<file path="src/rtl/dlts_pkg.sv">
// Package for the delta-list task scheduler.
// Holds widths, operation and status codes and the table entry type.
// No dependencies.
`default_nettype none

package dlts_pkg;

  localparam int MAX_TASKS = 16;
  localparam int IDX_W     = (MAX_TASKS > 1) ? $clog2(MAX_TASKS) : 1;
  localparam int CNT_W     = $clog2(MAX_TASKS + 1);

  localparam int FUNC_W    = 2;
  localparam int TASK_W    = 8;
  localparam int DELTA_W   = 32;
  localparam int RUNS_W    = 8;
  localparam int SIDX_W    = 8;
  localparam int PLACED_W  = 8;
  localparam int STAT_W    = 2;
  localparam int SCMP_W    = SIDX_W + 1;

  localparam logic [RUNS_W-1:0] RUNS_MAX = '1;

  localparam logic [FUNC_W-1:0] FN_TICK = 2'd0;
  localparam logic [FUNC_W-1:0] FN_ADD  = 2'd1;
  localparam logic [FUNC_W-1:0] FN_DEL  = 2'd2;
  localparam logic [FUNC_W-1:0] FN_DISP = 2'd3;

  localparam logic [STAT_W-1:0] ST_OK    = 2'd0;
  localparam logic [STAT_W-1:0] ST_RANGE = 2'd1;
  localparam logic [STAT_W-1:0] ST_FULL  = 2'd2;

  typedef struct packed {
    logic [TASK_W-1:0]  task_id;
    logic [DELTA_W-1:0] delta;
    logic [DELTA_W-1:0] period;
    logic [RUNS_W-1:0]  runs;
  } entry_t;

endpackage

`default_nettype wire

</file>
<file path="src/rtl/dlts_if.sv">
// Handshake channels of the delta-list task scheduler: command in, result out.
// Depends on dlts_pkg.
`default_nettype none

interface dlts_in_if import dlts_pkg::*; ();
  logic                valid;
  logic                ready;
  logic [FUNC_W-1:0]   func;
  logic [TASK_W-1:0]   task_id;
  logic [DELTA_W-1:0]  delay;
  logic [DELTA_W-1:0]  period;
  logic [SIDX_W-1:0]   slot_index;

  modport source (output valid, func, task_id, delay, period, slot_index, input ready);
  modport sink   (input valid, func, task_id, delay, period, slot_index, output ready);
endinterface

interface dlts_out_if import dlts_pkg::*; ();
  logic                valid;
  logic                ready;
  logic                run_valid;
  logic [TASK_W-1:0]   run_task;
  logic [PLACED_W-1:0] placed_slot;
  logic [STAT_W-1:0]   status;

  modport source (output valid, run_valid, run_task, placed_slot, status, input ready);
  modport sink   (input valid, run_valid, run_task, placed_slot, status, output ready);
endinterface

`default_nettype wire

</file>
<file path="src/rtl/delta_list_task_scheduler.sv">
// Delta-list task scheduler: sorted table of tasks with relative delays.
// Commands run one at a time, paced by the table's single read port, which a
// sequencer steps one slot per cycle past the shared adder; a new command is
// taken only in idle, once the last one has moved its result out.
// A finished result sits in an output register while the next item is taken.
// Reset (async, active low) empties the table via the fill count; no clearing pass.
`default_nettype none

module delta_list_task_scheduler import dlts_pkg::*; (
  input  wire logic  clk_i,
  input  wire logic  rst_ni,
  dlts_in_if.sink    in_i,
  dlts_out_if.source out_o
);

  localparam logic [3:0] S_IDLE  = 4'd0;
  localparam logic [3:0] S_TICK  = 4'd1;
  localparam logic [3:0] S_WALK  = 4'd2;
  localparam logic [3:0] S_SHIFT = 4'd3;
  localparam logic [3:0] S_INS   = 4'd4;
  localparam logic [3:0] S_DLOAD = 4'd5;
  localparam logic [3:0] S_DCOPY = 4'd6;
  localparam logic [3:0] S_DISP  = 4'd7;
  localparam logic [3:0] S_DONE  = 4'd8;

  logic [3:0]          state_q, state_d;
  logic [CNT_W-1:0]    cnt_q, cnt_d;
  logic                readd_q, readd_d;
  logic                fold_q, fold_d;
  logic [IDX_W-1:0]    idx_q, idx_d;
  logic [IDX_W-1:0]    j_q, j_d;
  logic [DELTA_W-1:0]  dly_q, dly_d;
  logic [DELTA_W-1:0]  per_q, per_d;
  logic [TASK_W-1:0]   id_q, id_d;

  logic                res_run_valid_q, res_run_valid_d;
  logic [TASK_W-1:0]   res_run_task_q, res_run_task_d;
  logic [PLACED_W-1:0] res_placed_q, res_placed_d;
  logic [STAT_W-1:0]   res_status_q, res_status_d;

  logic                out_valid_q;
  logic                out_run_valid_q;
  logic [TASK_W-1:0]   out_run_task_q;
  logic [PLACED_W-1:0] out_placed_q;
  logic [STAT_W-1:0]   out_status_q;
  logic                out_load;

  logic                accept;
  logic                we;
  logic [IDX_W-1:0]    waddr, rd_addr;
  entry_t              wdata, rdata;
  logic [DELTA_W-1:0]  alu_a, alu_b, alu_res;
  logic                alu_sub, alu_nb;

  logic                del_begin, del_end, add_begin;
  logic [CNT_W-1:0]    add_cnt;
  logic [CNT_W-1:0]    idx_nxt;
  logic [IDX_W-1:0]    top_slot, jm1;
  logic                full;

  dlts_table u_table (
    .clk_i   (clk_i),
    .we_i    (we),
    .waddr_i (waddr),
    .wdata_i (wdata),
    .raddr_i (rd_addr),
    .rdata_o (rdata)
  );

  dlts_alu u_alu (
    .a_i   (alu_a),
    .b_i   (alu_b),
    .sub_i (alu_sub),
    .res_o (alu_res),
    .nb_o  (alu_nb)
  );

  assign in_i.ready = (state_q == S_IDLE);
  assign accept     = in_i.valid && (state_q == S_IDLE);
  assign full       = (cnt_q == CNT_W'(MAX_TASKS));
  assign idx_nxt    = CNT_W'(idx_q) + CNT_W'(1);
  assign top_slot   = full ? IDX_W'(MAX_TASKS - 1) : cnt_q[IDX_W-1:0];
  assign jm1        = j_q - IDX_W'(1);

  always_comb begin
    state_d         = state_q;
    cnt_d           = cnt_q;
    readd_d         = readd_q;
    fold_d          = fold_q;
    idx_d           = idx_q;
    j_d             = j_q;
    dly_d           = dly_q;
    per_d           = per_q;
    id_d            = id_q;
    res_run_valid_d = res_run_valid_q;
    res_run_task_d  = res_run_task_q;
    res_placed_d    = res_placed_q;
    res_status_d    = res_status_q;
    out_load        = 1'b0;
    we              = 1'b0;
    waddr           = idx_q;
    wdata           = rdata;
    rd_addr         = '0;
    alu_a           = dly_q;
    alu_b           = rdata.delta;
    alu_sub         = 1'b1;
    del_begin       = 1'b0;
    del_end         = 1'b0;
    add_begin       = 1'b0;
    add_cnt         = cnt_q;

    unique case (state_q)
      S_IDLE: begin
        if (accept) begin
          res_run_valid_d = 1'b0;
          res_run_task_d  = '0;
          res_placed_d    = '0;
          res_status_d    = ST_OK;
          readd_d         = 1'b0;
          idx_d           = '0;
          unique case (in_i.func)
            FN_TICK: begin
              state_d = (cnt_q == '0) ? S_DONE : S_TICK;
            end
            FN_ADD: begin
              id_d         = in_i.task_id;
              dly_d        = in_i.delay;
              per_d        = in_i.period;
              res_status_d = full ? ST_FULL : ST_OK;
              add_begin    = 1'b1;
            end
            FN_DEL: begin
              if ({1'b0, in_i.slot_index} >= SCMP_W'(MAX_TASKS)) begin
                res_status_d = ST_RANGE;
                state_d      = S_DONE;
              end else if ({1'b0, in_i.slot_index} >= SCMP_W'(cnt_q)) begin
                state_d = S_DONE;
              end else begin
                idx_d   = in_i.slot_index[IDX_W-1:0];
                rd_addr = in_i.slot_index[IDX_W-1:0];
                state_d = S_DLOAD;
              end
            end
            FN_DISP: begin
              state_d = (cnt_q == '0) ? S_DONE : S_DISP;
            end
          endcase
        end
      end
      S_TICK: begin
        we      = 1'b1;
        waddr   = '0;
        alu_a   = rdata.delta;
        alu_b   = DELTA_W'(1);
        if (rdata.delta == '0) begin
          wdata.runs = (rdata.runs == RUNS_MAX) ? rdata.runs : rdata.runs + RUNS_W'(1);
        end else begin
          wdata.delta = alu_res;
        end
        state_d = S_DONE;
      end
      S_WALK: begin
        // remaining delay against this slot's delta
        if (alu_nb) begin
          dly_d = alu_res;
          if (idx_nxt == cnt_q) begin
            if (full) begin
              state_d = S_DONE;
            end else begin
              idx_d   = IDX_W'(idx_nxt);
              state_d = S_INS;
            end
          end else begin
            idx_d   = IDX_W'(idx_nxt);
            rd_addr = IDX_W'(idx_nxt);
          end
        end else if (top_slot == idx_q) begin
          state_d = S_INS;
        end else begin
          j_d     = top_slot;
          rd_addr = top_slot - IDX_W'(1);
          state_d = S_SHIFT;
        end
      end
      S_SHIFT: begin
        we      = 1'b1;
        waddr   = j_q;
        alu_a   = rdata.delta;
        alu_b   = dly_q;
        if (jm1 == idx_q) begin
          wdata.delta = alu_res;
          state_d     = S_INS;
        end else begin
          j_d     = jm1;
          rd_addr = jm1 - IDX_W'(1);
        end
      end
      S_INS: begin
        we            = 1'b1;
        waddr         = idx_q;
        wdata.task_id = id_q;
        wdata.delta   = dly_q;
        wdata.period  = per_q;
        wdata.runs    = '0;
        cnt_d         = full ? cnt_q : cnt_q + CNT_W'(1);
        res_placed_d  = PLACED_W'(idx_q);
        state_d       = S_DONE;
      end
      S_DLOAD: begin
        del_begin = 1'b1;
      end
      S_DCOPY: begin
        we      = 1'b1;
        waddr   = idx_q;
        alu_a   = rdata.delta;
        alu_b   = dly_q;
        alu_sub = 1'b0;
        if (fold_q) begin
          wdata.delta = alu_res;
        end
        fold_d = 1'b0;
        if (CNT_W'(idx_q) + CNT_W'(2) == cnt_q) begin
          del_end = 1'b1;
        end else begin
          idx_d   = idx_q + IDX_W'(1);
          rd_addr = idx_q + IDX_W'(2);
        end
      end
      S_DISP: begin
        if (rdata.runs != '0) begin
          res_run_valid_d = 1'b1;
          res_run_task_d  = rdata.task_id;
          id_d            = rdata.task_id;
          per_d           = rdata.period;
          readd_d         = (rdata.period != '0);
          del_begin       = 1'b1;
        end else begin
          state_d = S_DONE;
        end
      end
      S_DONE: begin
        if (!out_valid_q || out_o.ready) begin
          out_load = 1'b1;
          state_d  = S_IDLE;
        end
      end
      default: begin
        state_d = S_IDLE;
      end
    endcase

    // removal of slot idx_q, whose entry is on the read port
    if (del_begin) begin
      dly_d  = rdata.delta;
      fold_d = 1'b1;
      if (idx_nxt == cnt_q) begin
        del_end = 1'b1;
      end else begin
        rd_addr = IDX_W'(idx_nxt);
        state_d = S_DCOPY;
      end
    end

    if (del_end) begin
      cnt_d = cnt_q - CNT_W'(1);
      if (readd_d) begin
        dly_d     = per_d;
        add_cnt   = cnt_d;
        add_begin = 1'b1;
      end else begin
        state_d = S_DONE;
      end
    end

    if (add_begin) begin
      idx_d = '0;
      if (add_cnt == '0) begin
        state_d = S_INS;
      end else begin
        rd_addr = '0;
        state_d = S_WALK;
      end
    end
  end

  always_ff @(posedge clk_i or negedge rst_ni) begin
    if (!rst_ni) begin
      state_q     <= S_IDLE;
      cnt_q       <= '0;
      readd_q     <= 1'b0;
      fold_q      <= 1'b0;
      out_valid_q <= 1'b0;
    end else begin
      state_q <= state_d;
      cnt_q   <= cnt_d;
      readd_q <= readd_d;
      fold_q  <= fold_d;
      if (out_load) begin
        out_valid_q <= 1'b1;
      end else if (out_o.ready) begin
        out_valid_q <= 1'b0;
      end
    end
  end

  always_ff @(posedge clk_i) begin
    idx_q           <= idx_d;
    j_q             <= j_d;
    dly_q           <= dly_d;
    per_q           <= per_d;
    id_q            <= id_d;
    res_run_valid_q <= res_run_valid_d;
    res_run_task_q  <= res_run_task_d;
    res_placed_q    <= res_placed_d;
    res_status_q    <= res_status_d;
    if (out_load) begin
      out_run_valid_q <= res_run_valid_q;
      out_run_task_q  <= res_run_task_q;
      out_placed_q    <= res_placed_q;
      out_status_q    <= res_status_q;
    end
  end

  assign out_o.valid       = out_valid_q;
  assign out_o.run_valid   = out_run_valid_q;
  assign out_o.run_task    = out_run_task_q;
  assign out_o.placed_slot = out_placed_q;
  assign out_o.status      = out_status_q;

  a_cnt_bound: assert property (@(posedge clk_i) disable iff (!rst_ni)
    cnt_q <= CNT_W'(MAX_TASKS))
    else $error("task count above table size");

  a_cnt_step: assert property (@(posedge clk_i) disable iff (!rst_ni)
    (cnt_q != $past(cnt_q)) |->
      ((cnt_q == $past(cnt_q) + CNT_W'(1)) || (cnt_q == $past(cnt_q) - CNT_W'(1))))
    else $error("task count moved by more than one");

  a_write_busy: assert property (@(posedge clk_i) disable iff (!rst_ni)
    we |-> ((state_q != S_IDLE) && (state_q != S_DONE)))
    else $error("table written outside an operation");

  a_idle_run: assert property (@(posedge clk_i) disable iff (!rst_ni)
    (out_o.valid && !out_o.run_valid) |-> (out_o.run_task == '0))
    else $error("run task set without a released item");

endmodule

`default_nettype wire

</file>
<file path="src/rtl/dlts_alu.sv">
// Shared 32-bit add/subtract unit of the scheduler; no-borrow flag gives a >= b.
// Depends on dlts_pkg.
`default_nettype none

module dlts_alu import dlts_pkg::*; (
  input  wire logic [DELTA_W-1:0] a_i,
  input  wire logic [DELTA_W-1:0] b_i,
  input  wire logic               sub_i,
  output logic      [DELTA_W-1:0] res_o,
  output logic                    nb_o
);

  logic [DELTA_W:0] sum;

  assign sum   = {1'b0, a_i} + {1'b0, b_i ^ {DELTA_W{sub_i}}} + {{DELTA_W{1'b0}}, sub_i};
  assign res_o = sum[DELTA_W-1:0];
  assign nb_o  = sum[DELTA_W];

endmodule

`default_nettype wire

</file>
<file path="src/rtl/dlts_table.sv">
// Task table storage: one write port, one registered read port.
// A read of the slot being written returns the new entry.
// Depends on dlts_pkg.
`default_nettype none

module dlts_table import dlts_pkg::*; (
  input  wire logic             clk_i,
  input  wire logic             we_i,
  input  wire logic [IDX_W-1:0] waddr_i,
  input  wire entry_t           wdata_i,
  input  wire logic [IDX_W-1:0] raddr_i,
  output entry_t                rdata_o
);

  entry_t mem_q [MAX_TASKS];

  always_ff @(posedge clk_i) begin
    if (we_i) begin
      mem_q[waddr_i] <= wdata_i;
    end
  end

  always_ff @(posedge clk_i) begin
    if (we_i && (waddr_i == raddr_i)) begin
      rdata_o <= wdata_i;
    end else begin
      rdata_o <= mem_q[raddr_i];
    end
  end

endmodule

`default_nettype wire

</file>
<file path="src/flat_wrapper.sv">
// flat-port wrapper written by rule: the top's interface ports become plain ports
module delta_list_task_scheduler_flat import dlts_pkg::*;
  (clk_i, rst_ni, in_i_valid, in_i_func, in_i_task_id, in_i_delay, in_i_period, in_i_slot_index, in_i_ready, out_o_valid, out_o_run_valid, out_o_run_task, out_o_placed_slot, out_o_status, out_o_ready);
  dlts_in_if in_i_i ();
  dlts_out_if out_o_i ();
  input  wire logic clk_i;
  input  wire logic rst_ni;
  input wire logic [$bits(in_i_i.valid)-1:0] in_i_valid;
  input wire logic [$bits(in_i_i.func)-1:0] in_i_func;
  input wire logic [$bits(in_i_i.task_id)-1:0] in_i_task_id;
  input wire logic [$bits(in_i_i.delay)-1:0] in_i_delay;
  input wire logic [$bits(in_i_i.period)-1:0] in_i_period;
  input wire logic [$bits(in_i_i.slot_index)-1:0] in_i_slot_index;
  output wire logic [$bits(in_i_i.ready)-1:0] in_i_ready;
  output wire logic [$bits(out_o_i.valid)-1:0] out_o_valid;
  output wire logic [$bits(out_o_i.run_valid)-1:0] out_o_run_valid;
  output wire logic [$bits(out_o_i.run_task)-1:0] out_o_run_task;
  output wire logic [$bits(out_o_i.placed_slot)-1:0] out_o_placed_slot;
  output wire logic [$bits(out_o_i.status)-1:0] out_o_status;
  input wire logic [$bits(out_o_i.ready)-1:0] out_o_ready;
  assign in_i_i.valid = in_i_valid;
  assign in_i_i.func = in_i_func;
  assign in_i_i.task_id = in_i_task_id;
  assign in_i_i.delay = in_i_delay;
  assign in_i_i.period = in_i_period;
  assign in_i_i.slot_index = in_i_slot_index;
  assign in_i_ready = in_i_i.ready;
  assign out_o_valid = out_o_i.valid;
  assign out_o_run_valid = out_o_i.run_valid;
  assign out_o_run_task = out_o_i.run_task;
  assign out_o_placed_slot = out_o_i.placed_slot;
  assign out_o_status = out_o_i.status;
  assign out_o_i.ready = out_o_ready;
  delta_list_task_scheduler u_core (.clk_i(clk_i), .rst_ni(rst_ni), .in_i(in_i_i), .out_o(out_o_i));
endmodule
</file>
<file path="config.mk">
export PLATFORM = sky130hd
export DESIGN_NAME = delta_list_task_scheduler_flat
export DESIGN_NICKNAME = d
export VERILOG_FILES = /design/src/rtl/dlts_pkg.sv /design/src/rtl/dlts_if.sv /design/src/rtl/delta_list_task_scheduler.sv /design/src/rtl/dlts_alu.sv /design/src/rtl/dlts_table.sv /design/src/flat_wrapper.sv
export SDC_FILE = /design/constraint.sdc
export NUM_CORES = 2
export LEC_CHECK = 0
export BUFFER_PORTS_ARGS = -buffer_cell sky130_fd_sc_hd__buf_4
export CAP_MARGIN = 20
export CORE_MARGIN = 4
export CORE_UTILIZATION = 34
export DETAILED_ROUTE_END_ITERATION = 8
export PLACE_DENSITY = 0.56
export SLEW_MARGIN = 20
export SYNTH_ARGS = -nofsm -noshare
export SYNTH_HDL_FRONTEND = slang
export SYNTH_SLANG_ARGS = --single-unit
</file>
<file path="constraint.sdc">
create_clock -name clk_i -period 11.2 [get_ports clk_i]
set_input_delay 0 -clock clk_i [delete_from_list [all_inputs] [get_ports clk_i]]
set_output_delay 0 -clock clk_i [all_outputs]
set_load 0.005 [all_outputs]
</file>
# After elaboration in Yosys (flattened, before gate mapping)
# Memories as Yosys holds them, arrays and structs flattened. A register that Yosys moved wholly into a read port is not among the register bits.
# Index checks and enable logic that the tools add are counted.
[totals] out_inout_bits=21 ram_bits=1280 reg_bits=130 mem_count=1 wordCells=200
[mem_list] name="u_core.u_table.mem_q" depth=16 width=80 read_ports=1 rd_clocked_by_memory_dff=1 write_ports=1 line="dlts_table.sv:15" source="entry_t mem_q [MAX_TASKS];"
[classes] addsub=12 order_cmp=2 bitwise=1 eq_ne=27 reduce_logical=29 muxes=110
[op_table] op="$mux W32" n=14
[op_table] op="$pmux W32 S2" n=3
[op_table] op="$mux W4" n=38
[op_table] op="$pmux W32 S4" n=1
[op_table] op="$pmux W8 S2" n=4
[op_table] op="$mux W8" n=7
[op_table] op="$add A32 B32 Y33" n=1
[op_table] op="$add A33 B1 Y33" n=1
[op_table] op="$logic_not A32 Y1" n=1
[op_table] op="$reduce_bool A32 Y1" n=1
[op_table] op="$xor A32 B32 Y32" n=1
[op_table] op="$pmux W4 S7" n=1
[op_table] op="$mux W1" n=25
[op_table] op="$mux W5" n=5
[op_table] op="$pmux W4 S3" n=2
[op_table] op="$eq A4 B3 Y1 const B" n=4
[op_table] op="$pmux W4 S2" n=2
[op_table] op="$pmux W4 S4" n=1
[op_table] op="$reduce_bool A2 Y1" n=6
[op_table] op="$sub A4 B1 Y4 const B" n=3
[op_table] op="$eq A5 B5 Y1" n=2
[op_table] op="$logic_not A5 Y1" n=2
[op_table] op="$ne A2 B2 Y1 const B" n=5
[op_table] op="$add A8 B1 Y8 const B" n=1
[op_table] op="other kinds (36)" n=50

# Longest topological paths before layout
[logic_depth] ltp_word=13 depth_mapped=25

# Cells and area by module
# A second synthesis with hierarchy kept.
[hier_totals] hier_cells=3360 area_unflattened_um2=58617.5
[modules_own_cells] module="dlts_table" n_inst=1 cells_each=1978 area_each_um2=47900.9 seq_area_each_um2=38516.9
[modules_own_cells] module="delta_list_task_scheduler" n_inst=1 cells_each=1080 area_each_um2=8515.7 seq_area_each_um2=2922.8
[modules_own_cells] module="dlts_alu" n_inst=1 cells_each=302 area_each_um2=2200.9 seq_area_each_um2=0.0

# Worst setup path before layout
# OpenSTA, ideal clock, no wires.
[synth_path] path_type="register to register" startpoint="reg u_core.state_q[2]" endpoint="mem u_core.u_table.mem_q[7][10] (netlist bit) (enable)" slack_ns=5.430 period_less_slack_ns=5.770 arrival_ns=5.251 setup_ns=0.519 path_stages_with_launch=9 path_buffers=3 required_ns=10.681 path_cell_list="dfrtp_1 > clkbuf_1 > nor3b_1 > and2_1 > clkbuf_1 > clkbuf_1 > a22o_1 > nand2_1 > nor2_1"
[synth_via] elab_chain_len=5 word_cells_on_any_way=9 classes_between="4 x eq/ne; 4 x mux; 1 x reduce/logical"
[synth_lines] item="start: declaration" line="delta_list_task_scheduler.sv:26" source="logic [3:0] state_q, state_d;"
[synth_lines] item="start signal: assignment" line="delta_list_task_scheduler.sv:294" source="state_q <= state_d;"
[synth_lines] item="$eq A4 B1 Y1, or another cell as far along" line="delta_list_task_scheduler.sv:112" source="unique case (state_q)"
[synth_lines] item="$reduce_or A4 Y1 (no line)"
[synth_lines] item="$mux W1" line="delta_list_task_scheduler.sv:112"
[synth_lines] item="$mux W1" line="dlts_table.sv:18" source="if (we_i) begin"
[synth_lines] item="$mux W1 (not written as such)" line="dlts_table.sv:19" source="mem_q[waddr_i] <= wdata_i;"
[synth_lines] item="end: declaration" line="dlts_table.sv:15"
# Several ways; a longest one is shown, not always the timed one.

==> run metrics <==
Initial Util=0.342; post-synth top area share=0.668; largest net degree at the start of global routing=105; Max Cap Viol=0; worst-case hold slack=0.0732 ns; drt wl/cell=roughly 28 um; DRT Pass-1 Iters=6; post-synthesis cell type count=slightly below 90; Worst Path Class, Setup=flip-flop to flip-flop; PD cells=just over 300 nW/um^2; number of clock sinks=about 1400; Layout Utilization=0.397; synthesis warning total=0; nets=approximately 3800; CTS H-tree lvls=4; Hold Crit Class=primary input to flip-flop; fin. max-slew vios=0; DRC=0; Syn-to-layout area delta=16.1%; Design Power=20.8 mW; Fin Clk Skew=roughly 0.025 ns; Post-synth EDFFs=~1300; initial antenna violation count=6; Routed Antenna Nets=0; Max Freq=roughly 0.14 GHz; final hold vios=0; post-synthesis average cell area=17.7 um^2; share of post-route cells with drive strength above 1=0.233; status=completed; Root Buffer=clkbuf_16; Setup TNS=0 ns; Die Ht=426 um; Via density=approximately 5.5; clk_lat worst skew=between 0.7 and 0.8 ns; Worst-path clk slew=roughly 0.07 ns; CP Capture Type=flip-flop; synth top area cells=edfxtp_1 (67%), mux4_2 (14%), dfxtp_1 (2.4%); Final Cycle Share=0.644; # resized after CTS=0; routed via count=around 34000; Critical Path RT=between 10 and 15 ns; IO Pins=around 110; worst r2r path cells=18; Die ar.=between 150000 and 200000 um^2; worst-margin pin slew=approximately 1.2 ns; CP max FO=40; FP Rows=about 150; RR Endpoint=u_core.dly_q[25]; top_reg_cell synth=edfxtp_1; hold path startpoint=in_i_task_id[3]; worst IR drop on VDD=approximately 0.00015 V; Mapped Cells=3351; Synth area leader=edfxtp_1; min Tclk post-route=approximately 7.2 ns; clock buffer depth=3; final wirelength=around 170 mm; Worst Setup Start Kind=flip-flop; Die Wd=around 430 um; core area=about 170000 um^2; Num CTS Buffers=roughly 140; Final Setup Violations=0; Leakage=roughly 22 nW; gr usage total=0.185; Rel. slew slack=0.179; postcts setup bufs=0; async set-or-reset flop fraction in the synthesized netlist=0.00853; GR Overflow Total=0; first-pass GRT wire length=roughly 240 mm; gpl congestion=roughly 0.9; Post-Syn Area=59400 um^2; Seq/Total Area, Yosys=0.698; RSZ-0062 raised after global routing=no; DPL Wire Length=about 100 mm; Worst EP arrival=7.93 ns; vias in the first global route=between 30000 and 40000; CTS tree=built; I/O Buffers=just over 100; Worst setup endpoint=u_core.dly_q[25]; register-to-register setup slack=approximately 4.0 ns; drt first-iter violations=between 3000 and 4000; flops & latches, synth=1406
-- repair_timing --
action,4_1_cts,5_1_grt
endpoints found under the hold margin,127,0
setup endpoints to repair,0,0
hold buffers,103,0
-- critical path: stages, from the launching register on --
cell and delay [ns]:
dfxtp_4 0.95, buf_4 0.81, mux4_2 0.34, mux2i_1 0.07
mux2i_1 0.55, a221oi_1 0.17, a21o_1 0.20, ha_1 0.38
a21o_1 0.24, a2111oi_0 0.37, o21ai_0 0.19, a311oi_1 0.61
o211ai_1 0.32, a31oi_4 0.55, buf_4 0.37, a22oi_1 0.11
o2111a_1 0.16, o22ai_1 0.13, dlygate4sd3_1 0.56
-- worst min-delay path by stage --
stage,end,slack [ns],cells after the start
floorplan,u_core.cnt_q[0],-0.30,0
global placement,u_core.out_o.valid,-0.13,1
detailed placement,u_core.out_o.valid,-0.14,1
CTS,u_core.id_q[5],0.009,3
global route,u_core.id_q[3],0.03,3
finish,u_core.id_q[3],0.07,3
-- Yosys cell counts, types with 11 or more instances --
| cell | instances |
|---|---|
| ha_1 | 48 |
| xnor2_1 | 31 |
| edfxtp_1 | 1322 |
| nand3_1 | 21 |
| buf_1 | 14 |
| a21oi_1 | 73 |
| nand4_1 | 15 |
| xor2_1 | 22 |
| clkbuf_1 | 112 |
| nor3_1 | 28 |
| and3_1 | 16 |
| nor2b_1 | 27 |
| dfrtp_1 | 12 |
| buf_4 | 19 |
| a22oi_1 | 51 |
| a22o_1 | 11 |
| a222oi_1 | 23 |
| nand2b_1 | 16 |
| o21ai_0 | 86 |
| a221o_1 | 19 |
| a221oi_1 | 47 |
| inv_1 | 56 |
| nor2_1 | 110 |
| o211ai_1 | 14 |
| dfxtp_1 | 72 |
| nor4_1 | 21 |
| o21a_1 | 20 |
| mux4_2 | 374 |
| buf_2 | 41 |
| mux2i_1 | 33 |
| a21o_1 | 65 |
| buf_6 | 16 |
| a31oi_1 | 19 |
| and2_1 | 21 |
| o22ai_1 | 19 |
| nand2_1 | 317 |
-- per-stage QoR --
| step | instance area, um^2 | worst slack (ns) | std cells |
|---|---|---|---|
| after floorplan | 59400 | 5.43 | 3354 |
| after global placement | 63200 | 4.24 | 5690 |
| after detailed placement | 63200 | 4.60 | 5694 |
| after CTS | 69000 | 4.03 | 6056 |
| after global routing | 69000 | 3.48 | 6056 |
| final | 69000 | 3.98 | 6058 |
-- final cells by class --
cell class	count	area (um^2)
antenna	2	5.00
sequential	1406	41500
multi-input combinational	1685	16900
clock buffer	191	3880
timing repair buffer	324	2780
tap	2325	2910
inverter	57	214
fill	15800	105000
clock inverter	68	805
-- state kept, by name (all words and copies together), names as in the netlist, 5 cells and up, named ones only --
register / count
u_core.per_q: 32
u_core.u_table.mem_q: 1280
u_core.dly_q: 32
u_core.out_o.run_task: 8
u_core.res_run_task_q: 8
u_core.cnt_q: 5
u_core.id_q: 8
-- layout by cell type (no fill, tap or decap), types with 15 or more instances in the layout --
cell | synthesis | layout
a21oi_1 | 73 | 72
clkinv_2 | 0 | 18
dfxtp_1 | 72 | 68
xnor2_1 | 31 | 31
a31oi_1 | 19 | 18
o21a_1 | 20 | 20
nor2_1 | 110 | 92
nor4_1 | 21 | 20
dlygate4sd3_1 | 0 | 103
o21ai_0 | 86 | 84
inv_1 | 56 | 56
clkinv_1 | 1 | 17
a22oi_1 | 51 | 51
buf_4 | 19 | 211
nor3_1 | 28 | 27
a222oi_1 | 23 | 23
clkbuf_1 | 112 | 37
edfxtp_1 | 1322 | 1322
and3_1 | 16 | 15
mux2i_1 | 33 | 31
nand2b_1 | 16 | 16
clkbuf_16 | 0 | 144
ha_1 | 48 | 48
nand2_1 | 317 | 315
nor2b_1 | 27 | 27
a21o_1 | 65 | 65
nand3_1 | 21 | 21
o22ai_1 | 19 | 19
and2_1 | 21 | 19
nand4_1 | 15 | 15
mux4_2 | 374 | 374
xor2_1 | 22 | 22
a221oi_1 | 47 | 47
a221o_1 | 19 | 19
nor2_4 | 0 | 16
-- power breakdown --
group          switching, mW  internal [mW]  leakage (nW)  total [mW]
combinational           5.23           2.69          7.40        7.92
sequential             0.328           7.79          12.7        8.12
clock                   2.03           2.78          2.29        4.81
total                   7.58           13.3          22.4        20.8
-- metal layers --
metal / vias up / GRT usage / part of all wire
met1: 17800 / 0.251 / 0.42
li1: 14200 / - / -
met4: 0 / 0.0561 / 0.030
met5: - / 0 / 0
met2: 1327 / 0.305 / 0.49
met3: 274 / 0.0328 / 0.064
-- cells by family after synthesis --
family          count (synthesis)  share of synthesized area
flops                        1406                      0.698
simple gates                  622                     0.0475
compound gates                542                     0.0662
mux                           415                      0.149
buf+inv                       263                     0.0215
xor+xnor                       53                    0.00781
fa+ha+maj                      49                     0.0104
other cells                     1                  0.0000631
Power figures use the tool's default switching activity.
